**src/hdl/two_point_sine_phasor_estimator_defines.svh**
```systemverilog
// Assertion macros used by the phasor estimator controller.
`ifndef TWO_POINT_SINE_PHASOR_ESTIMATOR_DEFINES_SVH
`define TWO_POINT_SINE_PHASOR_ESTIMATOR_DEFINES_SVH

// Same-cycle implication, checked outside reset.
`define TPSPE_ASSERT_NOW(lbl, clk, rst_n, ante, cons, msg) \
    lbl: assert property (@(posedge clk) disable iff (!rst_n) (ante) |-> (cons)) \
        else $error(msg);

// Next-cycle implication, checked outside reset.
`define TPSPE_ASSERT_NEXT(lbl, clk, rst_n, ante, cons, msg) \
    lbl: assert property (@(posedge clk) disable iff (!rst_n) (ante) |=> (cons)) \
        else $error(msg);

`endif

```
**src/hdl/tpspe_pkg.sv**
```systemverilog
// Shared types, constants and tables of the two-point sine phasor estimator.
`timescale 1ns / 1ps
package tpspe_pkg;

    localparam int CORDIC_STEPS_DEF = 24;
    localparam logic [15:0] PAIR_MAX = 16'hFFFF;
    localparam logic signed [33:0] CORDIC_GAIN_INV = 34'sd652032874;

    // Arctangent of 2^-i in 2^-32 turns.
    localparam logic [31:0] ATAN_TURNS [32] = '{
        32'h20000000, 32'h12E4051D, 32'h09FB385B, 32'h051111D4, 32'h028B0D43,
        32'h0145D7E1, 32'h00A2F61E, 32'h00517C55, 32'h0028BE53, 32'h00145F2E,
        32'h000A2F98, 32'h000517CC, 32'h00028BE6, 32'h000145F3, 32'h0000A2F9,
        32'h0000517C, 32'h000028BE, 32'h0000145F, 32'h00000A2F, 32'h00000517,
        32'h0000028B, 32'h00000145, 32'h000000A2, 32'h00000051, 32'h00000028,
        32'h00000014, 32'h0000000A, 32'h00000005, 32'h00000002, 32'h00000001,
        32'h00000000, 32'h00000000
    };

    // Datapath commands issued by the controller.
    typedef enum logic [4:0] {
        OP_NONE, OP_CAPTURE, OP_COUNT, OP_PHASE1, OP_PHASE2, OP_ROT_P1, OP_ROT_P2,
        OP_MUL_A, OP_MUL_S, OP_MUL_B, OP_MUL_C, OP_NORM_INIT, OP_NORM_STEP,
        OP_VEC_START, OP_ROT_Q1, OP_ROT_Q2, OP_PICK_ROTF, OP_MUL_RE, OP_DIV_RE,
        OP_ADD_RE, OP_DIV_IM, OP_ADD_IM, OP_FINISH, OP_DIV_MRE, OP_DIV_MIM,
        OP_OUT_FAIL, OP_OUT_MEAN
    } t_op;

    typedef struct packed {
        t_op op;
    } t_cmd;

    typedef struct packed {
        logic form_pair;
        logic pair_zero;
        logic c_zero;
        logic norm_done;
        logic q_zero;
        logic cordic_busy;
        logic div_busy;
        logic last;
        logic count_zero;
    } t_status;

endpackage

```
**src/hdl/tpspe_ctrl.sv**
```systemverilog
// Controller: sequences the pair fit and the mean, and owns the sample and result handshakes.
`timescale 1ns / 1ps
module tpspe_ctrl (
    input  logic               i_clk,
    input  logic               i_rst_n,
    input  logic               i_in_valid,
    output logic               o_in_ready,
    input  logic               i_out_ready,
    output logic               o_out_valid,
    output tpspe_pkg::t_cmd    o_cmd,
    input  tpspe_pkg::t_status i_st
);
    import tpspe_pkg::*;
    `include "two_point_sine_phasor_estimator_defines.svh"

    typedef enum logic [22:0] {
        ST_IDLE   = 23'h000001,
        ST_DECIDE = 23'h000002,
        ST_PH2    = 23'h000004,
        ST_ROT1   = 23'h000008,
        ST_W_ROT1 = 23'h000010,
        ST_W_ROT2 = 23'h000020,
        ST_MUL_S  = 23'h000040,
        ST_MUL_B  = 23'h000080,
        ST_MUL_C  = 23'h000100,
        ST_CHK_C  = 23'h000200,
        ST_NORM   = 23'h000400,
        ST_W_VEC  = 23'h000800,
        ST_W_Q1   = 23'h001000,
        ST_W_Q2   = 23'h002000,
        ST_W_F    = 23'h004000,
        ST_DIV_RE = 23'h008000,
        ST_W_DRE  = 23'h010000,
        ST_DIV_IM = 23'h020000,
        ST_W_DIM  = 23'h040000,
        ST_FINISH = 23'h080000,
        ST_MEAN   = 23'h100000,
        ST_W_MRE  = 23'h200000,
        ST_W_MIM  = 23'h400000
    } t_state;

    t_state r_state, n_state;
    logic   r_out_valid;
    logic   out_free;

    assign out_free   = !r_out_valid || i_out_ready;
    assign o_in_ready = (r_state == ST_IDLE);

    // Next state and command.
    always_comb begin
        n_state  = r_state;
        o_cmd.op = OP_NONE;
        unique case (r_state)
            ST_IDLE: begin
                if (i_in_valid) begin
                    o_cmd.op = OP_CAPTURE;
                    n_state  = ST_DECIDE;
                end
            end
            ST_DECIDE: begin
                if (!i_st.form_pair) begin
                    n_state = ST_FINISH;
                end else if (i_st.pair_zero) begin
                    o_cmd.op = OP_COUNT;
                    n_state  = ST_FINISH;
                end else begin
                    o_cmd.op = OP_PHASE1;
                    n_state  = ST_PH2;
                end
            end
            ST_PH2: begin o_cmd.op = OP_PHASE2; n_state = ST_ROT1; end
            ST_ROT1: begin o_cmd.op = OP_ROT_P1; n_state = ST_W_ROT1; end
            ST_W_ROT1: begin
                if (!i_st.cordic_busy) begin
                    o_cmd.op = OP_ROT_P2;
                    n_state  = ST_W_ROT2;
                end
            end
            ST_W_ROT2: begin
                if (!i_st.cordic_busy) begin
                    o_cmd.op = OP_MUL_A;
                    n_state  = ST_MUL_S;
                end
            end
            ST_MUL_S: begin o_cmd.op = OP_MUL_S; n_state = ST_MUL_B; end
            ST_MUL_B: begin o_cmd.op = OP_MUL_B; n_state = ST_MUL_C; end
            ST_MUL_C: begin o_cmd.op = OP_MUL_C; n_state = ST_CHK_C; end
            ST_CHK_C: begin
                if (i_st.c_zero) begin
                    n_state = ST_FINISH;
                end else begin
                    o_cmd.op = OP_NORM_INIT;
                    n_state  = ST_NORM;
                end
            end
            ST_NORM: begin
                if (i_st.norm_done) begin
                    o_cmd.op = OP_VEC_START;
                    n_state  = ST_W_VEC;
                end else begin
                    o_cmd.op = OP_NORM_STEP;
                end
            end
            ST_W_VEC: begin
                if (!i_st.cordic_busy) begin
                    o_cmd.op = OP_ROT_Q1;
                    n_state  = ST_W_Q1;
                end
            end
            ST_W_Q1: begin
                if (!i_st.cordic_busy) begin
                    o_cmd.op = OP_ROT_Q2;
                    n_state  = ST_W_Q2;
                end
            end
            ST_W_Q2: begin
                if (!i_st.cordic_busy) begin
                    if (i_st.q_zero) begin
                        n_state = ST_FINISH;
                    end else begin
                        o_cmd.op = OP_PICK_ROTF;
                        n_state  = ST_W_F;
                    end
                end
            end
            ST_W_F: begin
                if (!i_st.cordic_busy) begin
                    o_cmd.op = OP_MUL_RE;
                    n_state  = ST_DIV_RE;
                end
            end
            ST_DIV_RE: begin o_cmd.op = OP_DIV_RE; n_state = ST_W_DRE; end
            ST_W_DRE: begin
                if (!i_st.div_busy) begin
                    o_cmd.op = OP_ADD_RE;
                    n_state  = ST_DIV_IM;
                end
            end
            ST_DIV_IM: begin o_cmd.op = OP_DIV_IM; n_state = ST_W_DIM; end
            ST_W_DIM: begin
                if (!i_st.div_busy) begin
                    o_cmd.op = OP_ADD_IM;
                    n_state  = ST_FINISH;
                end
            end
            ST_FINISH: begin
                o_cmd.op = OP_FINISH;
                n_state  = i_st.last ? ST_MEAN : ST_IDLE;
            end
            ST_MEAN: begin
                if (!i_st.count_zero) begin
                    o_cmd.op = OP_DIV_MRE;
                    n_state  = ST_W_MRE;
                end else if (out_free) begin
                    o_cmd.op = OP_OUT_FAIL;
                    n_state  = ST_IDLE;
                end
            end
            ST_W_MRE: begin
                if (!i_st.div_busy) begin
                    o_cmd.op = OP_DIV_MIM;
                    n_state  = ST_W_MIM;
                end
            end
            ST_W_MIM: begin
                if (!i_st.div_busy && out_free) begin
                    o_cmd.op = OP_OUT_MEAN;
                    n_state  = ST_IDLE;
                end
            end
            default: n_state = ST_IDLE;
        endcase
    end

    // State register and output word valid.
    always_ff @(posedge i_clk) begin
        if (!i_rst_n) begin
            r_state     <= ST_IDLE;
            r_out_valid <= 1'b0;
        end else begin
            r_state <= n_state;
            if (o_cmd.op == OP_OUT_FAIL || o_cmd.op == OP_OUT_MEAN) begin
                r_out_valid <= 1'b1;
            end else if (i_out_ready) begin
                r_out_valid <= 1'b0;
            end
        end
    end

    assign o_out_valid = r_out_valid;

    `TPSPE_ASSERT_NOW(a_div_idle_on_start, i_clk, i_rst_n, (o_cmd.op == OP_DIV_RE || o_cmd.op == OP_DIV_IM || o_cmd.op == OP_DIV_MRE || o_cmd.op == OP_DIV_MIM), !i_st.div_busy, "divider started while busy")
    `TPSPE_ASSERT_NOW(a_out_slot_free, i_clk, i_rst_n, (o_cmd.op == OP_OUT_FAIL || o_cmd.op == OP_OUT_MEAN), out_free, "result word overwritten")
    `TPSPE_ASSERT_NEXT(a_accept_starts_work, i_clk, i_rst_n, (i_in_valid && o_in_ready), (r_state == ST_DECIDE && !o_in_ready), "accepted word not taken up")
endmodule

```
**config.mk**
```make
export PLATFORM = sky130hd
export DESIGN_NAME = tpspe_ctrl
export DESIGN_NICKNAME = d
export VERILOG_FILES = /design/src/hdl/tpspe_pkg.sv /design/src/hdl/tpspe_ctrl.sv
export VERILOG_INCLUDE_DIRS = /design/src /design/src/hdl
export SDC_FILE = /design/constraint.sdc
export NUM_CORES = 1
export LEC_CHECK = 0
export ABC_AREA = 1
export BUFFER_PORTS_ARGS = -buffer_cell sky130_fd_sc_hd__clkbuf_2
export CORE_MARGIN = 2
export CORE_UTILIZATION = 60
export DETAILED_ROUTE_END_ITERATION = 6
export PLACE_DENSITY = 0.91
export RECOVER_POWER = 50
export SYNTH_ARGS = -nofsm -noshare
export SYNTH_HDL_FRONTEND = slang
export SYNTH_SLANG_ARGS = --single-unit
```
**constraint.sdc**
```tcl
create_clock -name i_clk -period 5.45 [get_ports i_clk]
set_clock_uncertainty 0.1 [all_clocks]
set_input_delay 1.09 -clock i_clk [delete_from_list [all_inputs] [get_ports i_clk]]
set_output_delay 1.09 -clock i_clk [all_outputs]
set_load 0.01 [all_outputs]
```
==> metrics.md <==
| Metric | Value |
|---|---|
| Hold Slack | 425 ps |
| Placed insts | 369 |
| Top FF cell, synth | dfxtp_1 |
| Final hold viol count | 0 |
| Yosys reg bits | 24 |
| Placed cell areas | 2060 µm² |
| Worst Setup End Kind | output pin |
| Crit path launch | r_state[8]$_SDFFE_PN0P_ |
| Residual DRC | 0 |
| First-pass GRT wire length | 8050 µm |
| Die Area | 3730 µm² |
| Vias in the first global route | 1,861 |
| Most frequent cell on the critical path | nand2_1 |
| Buf+Inv Stages, Crit Path | 3 |
| Mapped Nets | 324 |
| Post-synth top area cell | dfxtp_1 |
| Synth top cells by count | nand2_1 (56), nor2_1 (49), inv_1 (41), nand3_1 (41), dfxtp_1 (24) |
| Max-Cap Viols | 0 |
| Startpoint types | register |
| Die width | 61.0 µm |
| H-tree Lvls | 1 |
| Post-CTS Setup Inserts | 0 |
| Clk Latency, worst-skew pair | 320 ps |
| WHS Path Cells | 2 |
| Num rows | 20 |
| Worst EP arrival | 2750 ps |
| Tightest Pin Transition | 1010 ps |
| Period utilisation layout | 72.3% |
| Root Driver | clkbuf_4 |
| CP Max Fanout | 11 |
| Area Overhead vs Synth | 5.26% |
| Cell variety after synth | 36 |
| Top cells by area, synth | dfxtp_1 (25%), nand2_1 (11%), nand3_1 (11%), nor2_1 (9.4%), inv_1 (7.9%) |
| Fraction of registers with async set or reset after synthesis | 0% |
| PostCTS Resize Cnt | 0 |
| Number of cells on the critical path | 12 |
| Slew headroom | 32.2% |
| Hold Crit Class | register to register |
| Fmax achieved | 254 MHz |
| ANT cells | 0 |
| Clock buffer count from CTS | 3 |
| Layout cells sized above 1 | 19.5% |
| Worst VDD drop | 0.458 mV |
| Starting density of the core | 63.4% |
| Die height | 61.0 µm |
| Drt initial violations | 171 |
| Worst path slowest cell | nor2_1 |
| Post-synthesis sequential area ratio | 24.6% |
| Sequence of cells on the critical path | nor2_1 > nand2_1 > inv_1 > nand2_1 > nor2_1 > nand2_1 > nor3_1 > inv_1 > o21ai_0 > nor3_1 > nand3_1 > clkbuf_2 |
| CTS Sinks | 24 |
| First drt pass iteration count | 5 |
| RD Place Congestion | 0.968 |
| Final #Nets | 343 |
| Total design power | 1130 µW |
| Antenna Nets Post-Route | 0 |
| IO Port Bufs | 19 |
| Status | finished clean |
| Gate Count Post-Synth | 311 |
| Delay-heaviest family, CP | simple AND/OR/NAND/NOR gates |
| Post-synth EDFFs | 0 |
| I/O pins | 20 |
| Final Max Slew Viols | 0 |
| Post-layout min period | 3940 ps |
| Netlist Area Pre-Place | 1950 µm² |
| DR vias/cell | 5.62 |
| Worst r2r path cells | 12 |
| Worst-path clk slew | 140 ps |
| RR Startpoint | r_state[8]$_SDFFE_PN0P_ |
| CP max stage delay | 600 ps |
| Syn avg cell area | 6.28 µm² |
| Count leader, synth | nand2_1 |
| Detail Placement HPWL | 3890 µm |
| Pleak | 0.00102 µW |
| Worst hold start | r_state[14]$_SDFFE_PN0P_ |
| GRT overflow | 0 |
| Classification of the worst setup path | register to output pin |
| Total global routing track utilization | 28.8% |
| Critical Path RT | 4260 ps |
| Routed wire per std cell | 13.4 µm |
| RSZ-0062 raised after global routing | false |
| Via count | 2,089 |
| CORE AREA | 3080 µm² |
| Longest Clk Path Bufs | 2 |
| Setup tns final | 0 ps |
| # hold bufs at CTS | 0 |
| Synthesis Warnings | 0 |
| Initial antenna violation count | 0 |
| Finished Layout Cells | 372 |
| Share of the synthesized area in the top cell type | 24.6% |
| # setup viols final | 0 |
| Design Area, Final | 2050 µm² |
| CTS tree | yes |
| Largest net degree at the start of global routing | 23 |
| Pwr per Cell Area | 551 nW/µm² |
| Post-Route WL | 4970 µm |
-- metal layers --
metal  track usage (%)  routed length [µm]
met1              38.5                2020
met2              47.6                2300
met3              2.52                 508
met4              12.4                 142
met5                 0                   0
-- final timing paths --
path              slack [ps]                  endpoint
setup / recovery        1510                  o_cmd[0]
hold / removal           430  r_state[14]$_SDFFE_PN0P_
setup reg to reg        1840   r_state[0]$_SDFFE_PN1P_
hold reg to reg          430  r_state[14]$_SDFFE_PN0P_
-- worst register-to-register path, cell delays in order (launching register included) --
cell and delay [ps]:
dfxtp_1 350, nor2_1 210, nand2_1 220, inv_1 100, nand2_1 70, nor2_1 600
o21ai_0 370, nand3_1 200, nand2_2 60, nand3_1 700, inv_2 270, nand2_1 140
nand3_1 80
-- kinds of logic after synthesis --
logic type	count (synthesis)	share of synthesized area, %
buffers and inverters	52	11.5
and+or+nand+nor	207	55.3
AOI/OAI and AO/OA	28	8.59
DFF	24	24.6
-- layout by cell type, fill, tap and decap left out, types with 9 or more instances in the layout --
| cell | count |
|---|---|
| clkbuf_2 | 17 |
| nor3_1 | 12 |
| nand2_1 | 58 |
| nor2_2 | 9 |
| dfxtp_1 | 24 |
| a21oi_1 | 12 |
| nor2_1 | 51 |
| inv_1 | 41 |
| nand3_1 | 42 |
-- metrics by stage --
stage | setup WS (ps) | util (%)
after floorplan | 2510 | -
after global placement | 2240 | 66.8
after detailed placement | 2140 | 66.8
after CTS | 1930 | 67.6
after global routing | 1310 | 66.7
final | 1510 | 66.7
-- report_power, final --
| group | internal, µW | switching [µW] |
|---|---|---|
| clock | 25.9 | 54.0 |
| combinational | 244 | 557 |
| sequential | 212 | 38.7 |
| total | 482 | 650 |
-- sequential cells by signal, indices dropped and copies added, names as in the netlist --
register / count
o_out_valid: 1
r_state: 23
-- area by class of cell --
cell class                 instances  area (µm²)
multi-input combinational        235        1220
tap                               44        55.1
inverter                          47         180
fill                             275        1020
sequential                        24         480
clock buffer                       3        22.5
timing repair buffer              19        92.6
Note: power is estimated with default switching activity, not from simulation.
